## src/hw/rtl/a2p_pkg.sv

```systemverilog
// shared types, constants and rounding helper for the atan2 approximation
// used by every module under hw/rtl; depends on nothing else
package a2p_pkg;

  localparam int DIV_STEPS = 31;
  localparam int HORNER_STEPS = 5;

  localparam logic signed [34:0] Q30_A11 = 35'sd12585543;
  localparam logic signed [34:0] Q30_QUARTER_PI = 35'sd843314857;
  localparam logic signed [34:0] Q30_PI = 35'sd3373259426;
  localparam logic signed [34:0] Q29_PI = 35'sd1686629713;
  localparam logic signed [31:0] Q29_HALF_PI = 32'sd843314857;
  localparam logic signed [30:0] DEG_K_Q24 = 31'sd961263669;
  localparam logic signed [31:0] DEG_360_Q20 = 32'sd377487360;
  localparam logic signed [31:0] DEG_90_Q20 = 32'sd94371840;
  localparam logic signed [31:0] DEG_270_Q20 = 32'sd283115520;

  // horner coefficients, applied in this order
  localparam logic signed [34:0] HORNER_COEF [HORNER_STEPS] = '{
    35'sd56536073, -35'sd125018842, 35'sd207815708, -35'sd357151731, 35'sd1073717407
  };

  typedef struct packed {
    logic xz;
    logic yz;
    logic xneg;
    logic yneg;
  } flg_t;

  typedef struct packed {
    logic        vld;
    logic [32:0] rem;
    logic [30:0] num;
    logic [30:0] quo;
    logic [32:0] sum;
    logic        cneg;
    flg_t        flg;
  } div_t;

  typedef struct packed {
    logic               vld;
    logic signed [31:0] c;
    logic signed [31:0] c2;
    logic signed [34:0] acc;
    flg_t               flg;
  } poly_t;

  // shift right, rounding half away from zero
  function automatic logic signed [66:0] rnd_shift(input logic signed [66:0] v, input int sh);
    logic signed [66:0] mag;
    logic signed [66:0] r;
    mag = v[66] ? -v : v;
    r = (mag + (67'sd1 <<< (sh - 1))) >>> sh;
    return v[66] ? -r : r;
  endfunction

endpackage

```

## src/hw/rtl/a2p_mac_cell.sv

```systemverilog
// one horner step: acc = coef + round(acc * c2), or by c when use_c is set
// depends on a2p_pkg
module a2p_mac_cell import a2p_pkg::*; (
  input  logic               clk,
  input  logic               rst_n,
  input  logic               adv,
  input  logic               use_c,
  input  logic signed [34:0] coef,
  input  poly_t              pin,
  output poly_t              pout_r
);

  poly_t              pout_nxt;
  logic signed [31:0] mop;
  logic signed [66:0] prod;
  logic signed [66:0] prod_rnd;

  // multiply, round, add coefficient
  always_comb begin
    mop = use_c ? pin.c : pin.c2;
    prod = 67'(pin.acc) * 67'(mop);
    prod_rnd = rnd_shift(prod, 30);
    pout_nxt = pin;
    pout_nxt.acc = coef + prod_rnd[34:0];
  end

  always_ff @(posedge clk) begin
    if (!rst_n) begin
      pout_r.vld <= 1'b0;
    end else if (adv) begin
      pout_r <= pout_nxt;
    end
  end

endmodule

```

## config.mk

```make
export PLATFORM = sky130hd
export DESIGN_NAME = a2p_mac_cell
export DESIGN_NICKNAME = d
export VERILOG_FILES = /design/src/hw/rtl/a2p_pkg.sv /design/src/hw/rtl/a2p_mac_cell.sv
export SDC_FILE = /design/constraint.sdc
export NUM_CORES = 2
export LEC_CHECK = 0
export ABC_CLOCK_PERIOD_IN_PS = 18290
export BUFFER_PORTS_ARGS = -buffer_cell sky130_fd_sc_hd__buf_2
export CAP_MARGIN = 30
export CORE_MARGIN = 3
export CORE_UTILIZATION = 55
export CTS_CLUSTER_DIAMETER = 40
export DETAILED_ROUTE_END_ITERATION = 8
export GPL_TIMING_DRIVEN = 0
export HOLD_SLACK_MARGIN = 0.03
export PLACE_DENSITY = 0.73
export SKIP_LAST_GASP = 1
export SLEW_MARGIN = 0
export SYNTH_ARGS = -nofsm -noshare
export SYNTH_HDL_FRONTEND = slang
export SYNTH_SLANG_ARGS = --single-unit
```

## constraint.sdc

```tcl
create_clock -name clk -period 18.29 [get_ports clk]
set_input_delay 0.9145 -clock clk [delete_from_list [all_inputs] [get_ports clk]]
set_output_delay 0.9145 -clock clk [all_outputs]
set_load 0.05 [all_outputs]
```

== Word level (Yosys, flattened, before mapping) ==
Index checks and enable logic that the tools add are counted.
Storage, ports and cells
  bits in registers: 104
  input port bits: 143
  word-level logic and storage cells: 17
Cells by class
  add/subtract/negate cells: 4
  $mul: 1
  muxes and demuxes: 3
  reduce and logical (&&, ||, !) cells: 1
Operator list (count)
  $mul A35 B32 Y67: 1
  $add A65 B31 Y65 const B: 1
  $mux W65: 1
  $neg A65 Y65: 1
  $add A35 B35 Y35: 1
  $mux W35: 1
  $neg A35 Y35: 1
  $mux W32: 1
  $reduce_and A2 Y1: 1

== Logic depth before layout (Yosys ltp) ==
  depth after elaboration: 8
  gate-level depth with buffers: 70

== Worst setup path after synthesis ==
No wires, ideal clock.
  kind: input to register
  start: in use_c
  end: reg pout_r[38] in the netlist's numbering (data pin)
  data arrival time: 16437 ps
  slack: 1592 ps
  cell stages on the path: 66
  buffers on the path: 11
  cells stage by stage: buf_4 -> clkbuf_1 -> mux2_2 -> clkbuf_1 -> nand2_1 -> inv_1 -> fa_1 -> fa_1 -> inv_1 -> fa_1 -> inv_1 -> fa_1 -> inv_1 -> fa_1 -> inv_1 -> fa_1 -> fa_1 -> fa_1 -> (+30 left out) -> xnor2_1 -> nand2_1 -> xor2_1 -> ha_1 -> a21o_1 -> a21o_1 -> a21oi_1 -> nor2b_1 -> or2_2 -> nor2_1 -> a31oi_1 -> o21ai_0 -> o21ai_0 -> o41a_1 -> a21o_1 -> a21oi_1 -> xnor2_1 -> xnor2_1
RTL lines
  start: declaration: RTL line a2p_mac_cell.sv:7  | input logic use_c,
  end signal: assignment: RTL line a2p_mac_cell.sv:31  | pout_r <= pout_nxt;
  end: declaration: RTL line a2p_mac_cell.sv:10  | output poly_t pout_r

==> summary.md <==
| Metric | Value |
|---|---|
| Worst min path class | flop to flop |
| Via count | around 38000 |
| Initial antenna violation count | 16 |
| Syn Inst Count | 5125 |
| Ys flop type | edfxtp_1 |
| Fraction of registers with async set/reset | 0% |
| Period Utilization, post-route | 97.23% |
| Worst-skew pair later-pin latency | 430 ps |
| Largest register by flop count | pout_r |
| Finish-stage setup viols | 0 |
| Post-synth cell types | 107 |
| Core outline area | around 0.086 sq mm |
| Clk slew on worst S/H paths | 110 ps |
| Max layer used | met5 |
| CTS HTree Levels | 3 |
| CTS Hold Bufs | 0 |
| Metal1 wirelength | 62.42 mm |
| Gr ovfl total | 0 |
| Status | finished clean |
| Area of the multi-input gates | 0.03988 sq mm |
| Clock period minus worst slack | 17780 ps |
| CP Launch Type | input port |
| Clock buffer depth | 2 |
| Hold depth | 2 |
| Routed Antenna Nets | 0 |
| Crit path capture type | flop |
| Chip height | 301.0 microns |
| Largest net degree at the start of global routing | 69 |
| Max transition margin | ~30% |
| Clock Sinks | between 100 and 150 |
| Met2 wire len | 76.38 mm |
| Mapped Area | around 0.048 sq mm |
| Setup ws final | 506.6 ps |
| Synth area leader | fa_1 |
| Count of buffers from port buffering | approximately 250 |
| Fill cells | between 7000 and 8000 |
| Worst-Margin Slew | roughly 1100 ps |
| Die Area | slightly above 0.09 sq mm |
| Post-Route WL | 172.5 mm |
| DR pass1 iterations | 8 |
| CP max stage delay | 760 ps |
| Layout Nets | around 6900 |
| Critical-path maximum fanout | 19 |
| Largest registers | pout_r (104) |
| CTS tree | built |
| DP HPWL | 147.1 mm |
| Most frequent cells in the layout | fa_1 (1166), inv_1 (1079), nand2_1 (675) |
| Maxcap violations | 0 |
| First-pass GRT wire length | approximately 260 mm |
| Slowest CP cell | a21oi_1 |
| Number of synthesized register bits | 104 |
| Initial core utilization | 55.87% |
| Vias in the first global route | 40240 |
| I/O pins | 247 |
| Initial DRC Count | 3123 |
| Vias per inst | slightly below 6 |
| Data arrival time of the worst path | ~18000 ps |
| Net Count, Synth | 6669 |
| Worst slack at placement | -2963 ps |
| DR WL/cell | between 20 and 30 microns |
| Syn_area_per_cell | 9.340 sq um |
| Total GRT Usage | between 30% and 40% |
| Cells taking the most area after synthesis | fa_1 (49%), inv_1 (8.5%), edfxtp_1 (6.5%) |
| Gp weighted congestion | 1.036 |
| Most common cell after layout, fill and taps aside | fa_1 |
| Endpoints failing hold | 0 |
| Share of cells above drive strength 1 | slightly below 10% |
| WL met3 | 20.08 mm |
| Post-synth EDFFs | 103 |
| Worst r2r path cells | 2 |
| Register area share after synthesis | 6.503% |
| Clock root buffer master | clkbuf_16 |
| Worst Skew | 0 ps |
| F_max | 56.23 MHz |
| Reg area | slightly above 0.003 sq mm |
| Cell mode on critical path | fa_1 |
| TritonCTS buffer count | 9 |
| Synth warn | 0 |
| Synth top area share | 49.06% |
| Overall die width | around 300 microns |
| Critical path class | input port to flop |
| WP data required | 18460 ps |
| Row count | 107 |
| Unrepaired setup endpoints after global routing | no |
| Max-slew violation count | 0 |
| DRC Markers | 0 |
| Hold WS | 555.3 ps |
| Layout area overhead | 7.711% |
| Max reg flops | ~100 |
## area by class of cell
| cell class | instances | area share, % |
|---|---|---|
| Multi-Input combinational cell | 3684 | 77.36 |
| Inverter | 1079 | 7.855 |
| Sequential cell | 104 | 6.038 |
| Timing Repair Buffer | 275 | 3.114 |
| Tap cell | 1144 | 2.776 |
| Buffer | 251 | 2.157 |
| Clock buffer | 9 | 0.4368 |
| Clock inverter | 7 | 0.1723 |
| Antenna cell | 19 | 0.09222 |
## through the flow
step	cells	TNS, ps	instance area (sq um)	utilization, %
after floorplan	5125	0	47870	-
after global placement	6514	-36800	50520	58.97
after detailed placement	6530	-30780	50740	59.22
after CTS	6550	0	51240	59.80
after global routing	6554	0	51510	60.12
final	6572	0	51560	60.17
## worst paths after layout
check                                              start  slack (ps)                        to
worst max register to register  pout_r[103]$_SDFFE_PN0P_       17670  pout_r[103]$_SDFFE_PN0P_
worst min register to register  pout_r[103]$_SDFFE_PN0P_         560  pout_r[103]$_SDFFE_PN0P_
worst min-delay path            pout_r[103]$_SDFFE_PN0P_         560  pout_r[103]$_SDFFE_PN0P_
worst max-delay path                               use_c         510      pout_r[38]$_DFFE_PP_
## synthesized netlist by cell type (5+ instances only)
library cell and number:
o21ai_0 84, nor4b_1 5, o21bai_1 15, nand2_1 676, and2_1 454, a21oi_1 120, xnor2_1 121, clkbuf_1 226
edfxtp_1 103, and3_1 18, or3_1 21, nand4_1 32, nor4_1 12, o211ai_1 15, o311ai_0 5, mux2_2 32
a31oi_1 19, ha_1 228, a211oi_1 18, nand3_1 39, o22ai_1 6, a31o_2 6, a21o_1 34, nor2b_1 77
fa_1 1173, nand2b_1 14, a22oi_1 5, or2_2 29, buf_2 20, xor2_1 43, o31ai_1 16, o21ai_1 6
mux2i_1 19, nor3b_1 5, nor3_1 40, inv_1 1079, a2111oi_2 5, o21a_1 16, or4_1 11, buf_4 6
nor2_1 136, a211o_1 10
## metal layers
metal | up-vias | GRT usage (%)
met5 | - | 0
met4 | 12 | 23.85
met3 | 597 | 12.17
met2 | 2278 | 60.77
met1 | 19410 | 48.77
li1 | 16100 | -
## critical path: cells and delay by family
kind / cells / cell delay (ps)
adder cells (fa/ha/maj): 11 / 5240
AO/OA/AOI/OAI: 18 / 4380
AND/OR/NAND/NOR: 13 / 3030
buffers and inverters: 14 / 2780
XOR/XNOR: 6 / 1000
multiplexers: 1 / 490
## kinds of logic (layout without fill, tap and decap cells)
family,Yosys count,count (layout),synth area share [%]
and+or+nand+nor,1601,1601,16.80
adders and majority gates,1401,1401,55.02
buffers and inverters,1337,1621,10.60
AOI/OAI and AO/OA,466,466,6.875
xor gates and xnor gates,164,164,3.001
DFF,104,104,6.503
muxes,52,52,1.197
other,0,19,0
## timing repair
action,CTS,global route
setup endpoints to repair,20,7
resized for setup,67,96
buffers inserted,5,1
pin swaps,4,2
Power is left out: the tool's default activity adds up to more than one toggle a clock period on the data nets, which glitch-free logic cannot reach.
