## config.mk

```make
export PLATFORM = sky130hd
export DESIGN_NAME = a2p_div_cell
export DESIGN_NICKNAME = d
export VERILOG_FILES = /design/src/hw/rtl/a2p_pkg.sv /design/src/hw/rtl/a2p_div_cell.sv
export SDC_FILE = /design/constraint.sdc
export NUM_CORES = 1
export LEC_CHECK = 0
export ABC_CLOCK_PERIOD_IN_PS = 4400
export BUFFER_PORTS_ARGS = -buffer_cell sky130_fd_sc_hd__buf_2
export CORE_ASPECT_RATIO = 0.5
export CORE_MARGIN = 1.5
export CORE_UTILIZATION = 30
export DETAILED_ROUTE_END_ITERATION = 10
export PLACE_DENSITY = 0.56
export SLEW_MARGIN = 20
export SYNTH_ARGS = -nofsm -noshare
export SYNTH_HDL_FRONTEND = slang
export SYNTH_SLANG_ARGS = --single-unit
export TNS_END_PERCENT = 10
```

## constraint.sdc

```tcl
create_clock -name clk -period 4.4 [get_ports clk]
set_clock_uncertainty 0.05 [all_clocks]
set_input_delay 0.44 -clock clk [delete_from_list [all_inputs] [get_ports clk]]
set_output_delay 0.44 -clock clk [all_outputs]
set_load 0.01 [all_outputs]
```

## src/hw/rtl/a2p_pkg.sv

```systemverilog
// shared types, constants and rounding helper for the atan2 approximation
// used by every module under hw/rtl; depends on nothing else
package a2p_pkg;

  localparam int DIV_STEPS = 31;
  localparam int HORNER_STEPS = 5;

  localparam logic signed [34:0] Q30_A11 = 35'sd12585543;
  localparam logic signed [34:0] Q30_QUARTER_PI = 35'sd843314857;
  localparam logic signed [34:0] Q30_PI = 35'sd3373259426;
  localparam logic signed [34:0] Q29_PI = 35'sd1686629713;
  localparam logic signed [31:0] Q29_HALF_PI = 32'sd843314857;
  localparam logic signed [30:0] DEG_K_Q24 = 31'sd961263669;
  localparam logic signed [31:0] DEG_360_Q20 = 32'sd377487360;
  localparam logic signed [31:0] DEG_90_Q20 = 32'sd94371840;
  localparam logic signed [31:0] DEG_270_Q20 = 32'sd283115520;

  // horner coefficients, applied in this order
  localparam logic signed [34:0] HORNER_COEF [HORNER_STEPS] = '{
    35'sd56536073, -35'sd125018842, 35'sd207815708, -35'sd357151731, 35'sd1073717407
  };

  typedef struct packed {
    logic xz;
    logic yz;
    logic xneg;
    logic yneg;
  } flg_t;

  typedef struct packed {
    logic        vld;
    logic [32:0] rem;
    logic [30:0] num;
    logic [30:0] quo;
    logic [32:0] sum;
    logic        cneg;
    flg_t        flg;
  } div_t;

  typedef struct packed {
    logic               vld;
    logic signed [31:0] c;
    logic signed [31:0] c2;
    logic signed [34:0] acc;
    flg_t               flg;
  } poly_t;

  // shift right, rounding half away from zero
  function automatic logic signed [66:0] rnd_shift(input logic signed [66:0] v, input int sh);
    logic signed [66:0] mag;
    logic signed [66:0] r;
    mag = v[66] ? -v : v;
    r = (mag + (67'sd1 <<< (sh - 1))) >>> sh;
    return v[66] ? -r : r;
  endfunction

endpackage

```

## src/hw/rtl/a2p_div_cell.sv

```systemverilog
// one restoring division step: one quotient bit per cell
// depends on a2p_pkg
module a2p_div_cell import a2p_pkg::*; (
  input  logic clk,
  input  logic rst_n,
  input  logic adv,
  input  div_t din,
  output div_t dout_r
);

  div_t        dout_nxt;
  logic [33:0] shifted;
  logic        ge;

  // trial subtract of the divisor
  always_comb begin
    shifted = {din.rem, din.num[30]};
    ge = shifted >= {1'b0, din.sum};
    dout_nxt = din;
    dout_nxt.rem = ge ? 33'(shifted - {1'b0, din.sum}) : shifted[32:0];
    dout_nxt.num = {din.num[29:0], 1'b0};
    dout_nxt.quo = {din.quo[29:0], ge};
  end

  always_ff @(posedge clk) begin
    if (!rst_n) begin
      dout_r.vld <= 1'b0;
    end else if (adv) begin
      dout_r <= dout_nxt;
    end
  end

endmodule

```

Word level (Yosys, flattened, before mapping)
Cells that the tools add are included.
Widths: inputs -> output; s select.
{"block": "op_classes", "add_sub_neg": 1, "n_lt_le_gt_ge": 1, "n_mux": 1, "reduce_logical": 1}
{"op": "$ge 34x33->1", "count": 1}
{"op": "$mux 33", "count": 1}
{"op": "$sub 33x33->33", "count": 1}
{"op": "$reduce_and 2->1", "count": 1}
{"block": "totals", "register_bits": 133, "in_bits": 137, "wordCells": 14}

Depth between registers and ports, before layout
Gate-level depths: netlist of the first run.
{"block": "logic_depth", "depth_word": 2, "ltp_mapped": 13, "depth_no_buf": 12}

Worst setup path before layout of the first run
Ideal clock, no wire load.
{"block": "synth_timing", "kind": "input port to flip-flop", "start": "in adv", "end": "reg dout_r[0] (netlist bit), enable pin", "setup_time_ns": 0.506, "arrival_ns": 3.462, "required_time_ns": 3.844, "setup_slack_ns": 0.382, "cell_stages": 1, "cell_sequence": "and2_1"}
{"block": "synth_between", "elab_chain_len": 1}
{"element": "start, declared", "line_no": "a2p_div_cell.sv:6", "source": "input logic adv,"}
{"element": "$reduce_and 2->1 (no source line)"}
{"element": "end signal, assigned", "line_no": "a2p_div_cell.sv:29", "source": "dout_r <= dout_nxt;"}
{"element": "end, declared", "line_no": "a2p_div_cell.sv:8", "source": "output div_t dout_r"}
Every way passes these cells.
A chain may end at the register's enable or synchronous reset.

==> results of run 1 <==
[logic make-up after synthesis]
kind of cell,Yosys count
adders and majority gates,34
other,1
muxes,6
xor gates and xnor gates,27
DFF,133
AOI/OAI and AO/OA,136
buffers and inverters,61
and+or+nand+nor,122
[power groups by stage]
stage | logic [uW] | clock network, uW | registers (uW)
floorplan | 341 | 0 | 1630
global placement | 630 | 0 | 1560
detailed placement | 635 | 0 | 1570
CTS | 639 | 1460 | 1540
global route | 706 | 1510 | 1550
finish | 637 | 1420 | 1540
[through the flow]
stage	hold slack, ns	cell area [um^2]	setup slack, ns
after floorplan	0.4883	6506	0.3817
after global placement	0.4473	8148	0.8474
after detailed placement	0.4569	8148	0.7941
after CTS	0.1184	8731	1.242
after global routing	0.1133	8761	1.106
final	0.1429	8761	1.263
[cell usage after synthesis, drive strengths merged, types with 8 or more instances]
cell type and n:
nor3 8, a21oi 57, inv 42, xor2 11, nor2 45, buf 10
o21ai 21, edfxtp 132, xnor2 16, nand4 12, a21o 13, nand2 25
nand3 8, clkbuf 9, ha 33
[worst paths after layout]
kind | from | to
worst min-delay path | din[69] | dout_r[70]$_DFFE_PP_
worst max register to register | dout_r[133]$_SDFFE_PN0P_ | dout_r[133]$_SDFFE_PN0P_
worst min register to register | dout_r[133]$_SDFFE_PN0P_ | dout_r[133]$_SDFFE_PN0P_
worst max-delay path | din[99] | dout_r[103]$_DFFE_PP_
[layer usage]
metal	vias up	wire length (um)	GRT usage	share of wire
met5	-	0	0	0
met4	0	137	0.04286	0.0079
met3	11	1047	0.04833	0.061
met2	131	8432	0.2500	0.49
met1	2425	7670	0.1898	0.44
li1	2490	-	-	-
[cell type report]
class	instances	area share
diodes	1	0.0002856
clock buffers	19	0.04941
clock inverters	13	0.01714
inverters	42	0.01799
multi-input cells	326	0.2582
flip-flops and latches	133	0.4547
well taps	292	0.04170
repair buffers	274	0.1605
[worst max-delay path, delay by kind of cell]
family / cells / cell delay [ns]
AO/OA/AOI/OAI: 5 / 1.33
adder cells (fa/ha/maj): 2 / 0.54
buffers and inverters: 4 / 0.48
multiplexers: 1 / 0.35
AND/OR/NAND/NOR: 1 / 0.09
==> impl_metrics.ini, run 1 <==
[status]
status = complete, no violations

[timing]
slew_violations = 0
grt_setup_unrepaired = false
min_period_ns = 3.137
worst_slew_pin_slew_ns = 0.6976
post-route-period-util = 0.7130
clock.fmax_mhz = 318.7
timing.setup.tns_ns = 0
maxSlewHeadroom = 0.5313
final_hold_viol_count = 0
setup_violations = 0

[cells_and_area]
syn2layout_area_growth_pct = 34.65
reg_top3 = dout_r (133)
seq_area_um2 = 3984
layoutNonFillerInstCount = 1100
fill_cells = 2049
largest_register_ffs = 133
fin_nets = 965
multi_input_area_um2 = 2262
regMostFlops = dout_r
drive_gt1_frac = 0.4077
final_common_cell = buf_2
post-route-util = 0.4187
final_cell_mix = buf_2 (268), edfxtp_1 (132), a21oi_1 (48)

[pwr]
p_int_uw = 2631
power_frac_seq = 0.428
swShare = 0.2675
p_clk_frac = 0.394
comb_power_share = 0.177
switching_power_uw = 961.1
power.density_nw_per_um2 = 410.0
finalPower_uw = 3592
irDropWorstVdd_mv = 0.1354
cellLeakagePower_uw = 0.003802

[global_route]
grt_start_max_net_pins = 84
grt_pass1_wl_um = 25990
first_global_vias = 4994
antenna_found_initial = 1
grt_usage = 0.1511
gr-total-overflow = 0

[setup_path]
critPathMaxStageDelay_ns = 0.39
crit_path_top_delay_cell = fa_1
crit_fanout = 41
end_kind = register
cp_cell_sequence = buf_2 > inv_1 > ha_1 > inv_1 > fa_1 > a21oi_1 > o211ai_1 > a41oi_2 > o31ai_4 > o311ai_4 > nand2_2 > buf_4 > mux2_4
r2r_setup_slack_ns = 3.76
cp_data_arrival_time_ns = 3.25
path_class = in2reg
critPathRequiredTime_ns = 4.52
startpoint_type = input port
crit_top_cell = inv_1
reg2reg_depth = 2

[clock_network]
worstSkewPairLatency_ns = 0.42
cts.clk_slew.worst_paths_ns = 0.06
post_cts_resized = 0
cts_tree = done
htreeDepth = 4
cts_root_buffer = clkbuf_16
cts_buffers = 17
clk_path_buf_depth = 2
cts_setup_buffers = 0
clock-sinks = 133
holdBufCountCts = 0

[detailed_routing]
wire_per_inst_um = 15.72
drc = 0
num_vias = 5057
viasPerCell = 4.597
route.antenna.remaining_nets = 0
dr.pass1.iters = 4
drt_wl_total_um = 17290
first_iter_violations = 290

[synth]
yosysWarnings = 0
synth_top_area_frac = 0.6092
ys_seq_area_frac = 0.6123
synth_top_family_by_area = compound AO/OA/AOI/OAI gates
ys_top_cells_by_area = edfxtp_1 (61%), ha_1 (6.3%), a21oi_1 (3.7%)
synth_mux_area_frac = 0.01250
synth_simple_gate_area_frac = 0.08769
synth-xor-area-share = 0.03635
synthArstFlopShare = 0
synthAdderAreaFrac = 0.06654
syn_nets = 691
syn_avg_cell_area_um2 = 12.51
synth_ff_type = edfxtp_1
synth_edf_count = 132
synth_compound_area_frac = 0.1437
synth-seq-cells = 133
synthDistinctLibCells = 54
synth_top_cell_by_area = edfxtp_1
synth_area_um2 = 6506
synthCells = 520

[floorplan]
num_rows = 37
die_height_um = 107.1
ioPinCount = 271
die_x_um = 211.3
dieArea_um2 = 22630
core_area_um2 = 20930
initial_core_util = 0.3109

[placement]
routabilityCongestion = 0.8492
io_buffers = 268
place_inst = 1066
hpwlAfterDp_um = 13400

[worst_hold_path]
hold_path.class = in2reg
whs_path_depth = 1

[job]
drv_cap = 0
No activity file was read; power rests on OpenSTA's default activity.
==> run 2: changes to the inputs <==
Settings changed: ABC_CLOCK_PERIOD_IN_PS 4400 to 2600, PLACE_DENSITY 0.56 to 0.58.
Clock period 4.4 ns to 2.6 ns, I/O delays scaled along.
==> run 2 against run 1 <==
Net effect:
- non-clock buffer count grew 210
- first-iteration DRC count grew 3.8%
- clock power grew 61%
- worst setup slack lost 1.2 ns
- power grew 78%
- global-route usage grew 2.6 points
- sequential power grew 69%
- combinational power grew 130%
- final area grew 22%
- count of clock-buffer cells in the layout shrank 2
- largest power group unchanged
- highest routed layer unchanged
==> impl_metrics.ini, run 2 (synthesized netlist as in run 1, its figures left out) <==
[clock_network]
cts.clk_slew.worst_paths_ns = 0.06
worstSkewPairLatency_ns = 0.43
clock-sinks = 133
clk_path_buf_depth = 2
htreeDepth = 4
cts_root_buffer = clkbuf_16
cts_tree = done
cts_buffers = 17

[status]
status = complete, no violations

[setup_path]
cp_data_arrival_time_ns = 2.68
r2r-start = dout_r[133]$_SDFFE_PN0P_
startpoint_type = input port
critPathMaxStageDelay_ns = 0.52
cp_cell_sequence = dlygate4sd3_1 > buf_2 > inv_1 > ha_1 > nand4_1 > nor2_2 > and3_1 > a211oi_2 > o21a_1 > nand2_4 > buf_12 > mux2_2
end_kind = register
crit_path_top_delay_cell = dlygate4sd3_1
timing.rr.end = dout_r[133]$_SDFFE_PN0P_
crit_fanout = 7
path_class = in2reg
critPathRequiredTime_ns = 2.74
r2r_setup_slack_ns = 1.96
reg2reg_depth = 2

[timing]
worst_slew_pin_slew_ns = 0.6580
timing.setup.tns_ns = 0
min_period_ns = 2.546
maxSlewHeadroom = 0.5579
worst_slack_ns = 0.05381
setup_violations = 0
final_hold_viol_count = 0
slew_violations = 0
post-route-period-util = 0.9793
clock.fmax_mhz = 392.7

[detailed_routing]
dr.pass1.iters = 4
drt_wl_total_um = 20150
first_iter_violations = 301
drc = 0
wire_per_inst_um = 15.40
route.antenna.remaining_nets = 0
viasPerCell = 4.496
num_vias = 5885

[cells_and_area]
reg_top3 = dout_r (133)
largest_register_ffs = 133
drive_gt1_frac = 0.4513
final_cell_mix = buf_2 (267), edfxtp_1 (132), buf_4 (109)
fin_nets = 1175
diodes = 0
syn2layout_area_growth_pct = 64.63
regMostFlops = dout_r
final_common_cell = buf_2

[placement]
hpwlAfterDp_um = 14770
routabilityCongestion = 0.8104
io_buffers = 268
place_ws_ns = -0.4995

[worst_hold_path]
min-delay-start = din[133]
hold_path.class = in2reg
whs_path_depth = 3
hold-path-endpoint = dout_r[133]$_SDFFE_PN0P_

[global_route]
gr-total-overflow = 0
first_global_vias = 5954
antenna_found_initial = 0
grt_usage = 0.1768
grt_start_max_net_pins = 55
grt_pass1_wl_um = 30300

[pwr]
finalPower_uw = 6382
irDropWorstVdd_mv = 0.3739
cellLeakagePower_uw = 0.004752
power.density_nw_per_um2 = 595.8

[floorplan]
die_x_um = 211.3
dieArea_um2 = 22630
core_area_um2 = 20930
ioPinCount = 271
die_height_um = 107.1
num_rows = 37
initial_core_util = 0.3109

[job]
drv_cap = 0
## run 2: critical path: cells and delay by family
family / cells / cell delay (ns)
muxes: 1 / 0.33
AOI/OAI and AO/OA: 2 / 0.24
and+or+nand+nor: 4 / 0.73
buffers and inverters: 4 / 0.83
adders and majority gates: 1 / 0.29
## run 2: final cells by class
type | instances | area, um^2
clock inverters | 15 | 128.9
clock buffers | 17 | 425.4
multi-input cells | 326 | 2349
flip-flops and latches | 133 | 3984
repair buffers | 484 | 3299
well taps | 292 | 365.4
fillers | 1923 | 10210
inverters | 42 | 160.2
## run 2: timing repair
action                     CTS  global route
setup buffers                0             6
setup endpoints to repair   13            30
resized for setup            0            34
cloned                       0             1
pin swaps                    1            14
hold endpoints to repair    99             0
hold buffers                99             0
## run 2: worst max path at each step
| stage | from | end | slack, ns | cells past startpoint |
|---|---|---|---|---|
| 6_report | din[36] | dout_r[101]$_DFFE_PP_ | 0.05 | 12 |
| 5_1_grt | din[36] | dout_r[101]$_DFFE_PP_ | -0.01 | 12 |
| 4_1_cts | din[36] | dout_r[112]$_DFFE_PP_ | 0.01 | 14 |
| 3_5_place_dp | din[99] | dout_r[111]$_DFFE_PP_ | -0.50 | 15 |
| 3_3_place_gp | din[99] | dout_r[125]$_DFFE_PP_ | -0.43 | 13 |
| 2_1_floorplan | din[99] | dout_r[103]$_DFFE_PP_ | -0.22 | 12 |
## run 2: per-stage QoR
stage	hold WS, ns	util	area (um^2)	std cells
CTS	0.01223	0.5027	10520	1302
global placement	0.3864	0.4288	8974	1171
floorplan	0.3089	-	6507	520
global route	0.06292	0.5119	10710	1309
finish	0.03736	0.5119	10710	1309
detailed placement	0.3883	0.4288	8974	1171
## run 2: report_power, final
part           internal, uW  switching (uW)  total (uW)
registers              2570            41.7        2610
clock network          1310             981        2290
logic                   759             721        1480
## run 2: routing by layer
layer | part of all wire | vias to the layer above | GRT usage
met4 | 0.018 | 0 | 0.06837
met3 | 0.043 | 29 | 0.04247
met2 | 0.49 | 137 | 0.3033
met5 | 0 | - | 0
li1 | - | 2911 | -
met1 | 0.44 | 2808 | 0.2158
==> run 3: changes to the inputs <==
Settings changed: CORE_UTILIZATION 30 to 44, PLACE_DENSITY 0.58 to 0.79.
==> run 3 against run 2 <==
Net effect:
- the flow now finishes with violations (setup timing)
- power rose by 5.2%
- sequential share of layout area barely moved
- fmax fell by 2.9%
- utilization rose by 23 points
- critical endpoint is now dout_r[103]$_DFFE_PP_
==> impl_metrics.ini, run 3 (synthesized netlist as in run 1, its figures left out) <==
[timing]
post-route-period-util = 1.008
final_hold_viol_count = 0
slew_violations = 0
maxSlewHeadroom = 0.5906
worst_slew_pin_slew_ns = 0.5986
setup_violations = 5
timing.setup.tns_ns = -0.06533
grt_setup_unrepaired = true
worst_slack_ns = -0.02203
min_period_ns = 2.622
clock.fmax_mhz = 381.4
whs_ns = 0.009018

[clock_network]
cts_buffers = 17
htreeDepth = 4
cts_root_buffer = clkbuf_16
worstSkewPairLatency_ns = 0.41
cts.clk_slew.worst_paths_ns = 0.06
clock-sinks = 133
cts_tree = done
clk_path_buf_depth = 2

[pwr]
power_frac_seq = 0.389
irDropWorstVdd_mv = 0.3858
switching_power_uw = 1823
cellLeakagePower_uw = 0.004805
power.density_nw_per_um2 = 625.8
p_clk_frac = 0.383
finalPower_uw = 6712
p_int_uw = 4889
comb_power_share = 0.228
swShare = 0.2717

[detailed_routing]
first_iter_violations = 383
dr.pass1.iters = 5
route.antenna.remaining_nets = 0
viasPerCell = 5.057
num_vias = 6124
drt_wl_total_um = 20490
wire_per_inst_um = 16.92
drc = 0

[cells_and_area]
largest_register_ffs = 133
fill_cells = 963
syn2layout_area_growth_pct = 64.85
diodes = 0
regMostFlops = dout_r
fin_nets = 1171
final_common_cell = buf_2
fin_area_um2 = 10730
drive_gt1_frac = 0.4610
final_cell_mix = buf_2 (267), edfxtp_1 (132), buf_4 (106)
reg_top3 = dout_r (133)

[setup_path]
path_class = in2reg
startpoint_type = input port
cp_data_arrival_time_ns = 2.73
critPathRequiredTime_ns = 2.71
reg2reg_depth = 2
crit_fanout = 7
r2r_setup_slack_ns = 1.93
end_kind = register

[status]
status = finished, violations left
violations = setup timing

[floorplan]
die_height_um = 88.99
core_area_um2 = 14470
dieArea_um2 = 15570
ioPinCount = 271
die_x_um = 175.0
num_rows = 31
initial_core_util = 0.4497

[global_route]
antenna_found_initial = 0
grt_start_max_net_pins = 43
grt_pass1_wl_um = 29620
grt_usage = 0.2445
first_global_vias = 6094
gr-total-overflow = 0

[placement]
hpwlAfterDp_um = 14080
placed_area_um2 = 8886
routabilityCongestion = 0.8778
io_buffers = 268

[worst_hold_path]
whs_path_depth = 1
hold_path.class = in2reg

[job]
drv_cap = 0
[run 3: power groups by stage]
stage	clock, uW	combinational (uW)	sequential, uW
final	2570	1530	2610
after global routing	2670	1650	2620
after CTS	2600	1430	2610
after detailed placement	0	1300	2650
after global placement	0	1280	2650
after floorplan	0	577	2750
[run 3: worst paths after layout]
check / startpoint / end
min: din[36] / dout_r[36]$_DFFE_PP_
max reg2reg: dout_r[133]$_SDFFE_PN0P_ / dout_r[133]$_SDFFE_PN0P_
min reg2reg: dout_r[133]$_SDFFE_PN0P_ / dout_r[133]$_SDFFE_PN0P_
max: din[34] / dout_r[103]$_DFFE_PP_
[run 3: routing by layer]
layer / track usage / vias up / part of all wire / wire length, um
met3: 0.03274 / 35 / 0.053 / 1095
li1: - / 2899 / - / -
met4: 0.08314 / 0 / 0.019 / 394
met5: 0 / - / 0 / 0
met2: 0.4430 / 242 / 0.50 / 10320
met1: 0.3096 / 2948 / 0.42 / 8685
[run 3: area by class of cell]
class,instances,area (um^2),area share
clock buffer,18,429.2,0.04001
inverter,42,160.2,0.01493
clock inverter,14,188.9,0.01762
sequential,133,3984,0.3714
multi-input combinational,326,2387,0.2226
timing repair buffer,480,3328,0.3103
tap,198,247.7,0.02310
[run 3: critical path, stage by stage]
cell	delay (ns)
dlygate4sd3_1	0.55
buf_2	0.13
inv_1	0.10
ha_4	0.22
nand4_1	0.12
nor2_2	0.07
and3_4	0.20
a211oi_2	0.22
o21a_1	0.23
nand2_4	0.14
buf_12	0.19
mux2_4	0.29
[run 3: stage by stage]
step                worst slack, ns  std cells    util
global route               -0.06289       1211  0.7413
finish                     -0.02203       1211  0.7413
global placement            -0.4983       1076  0.6142
detailed placement          -0.5644       1076  0.6142
CTS                         0.01408       1202  0.7220
floorplan                   -0.2191        520       -
[run 3: timing repair]
action	in CTS	in global routing
gates cloned	0	4
gates resized for setup	1	36
hold endpoints to repair	93	0
pin swaps	1	10
setup endpoints to repair	17	34
hold buffers	93	0
setup buffers	1	5
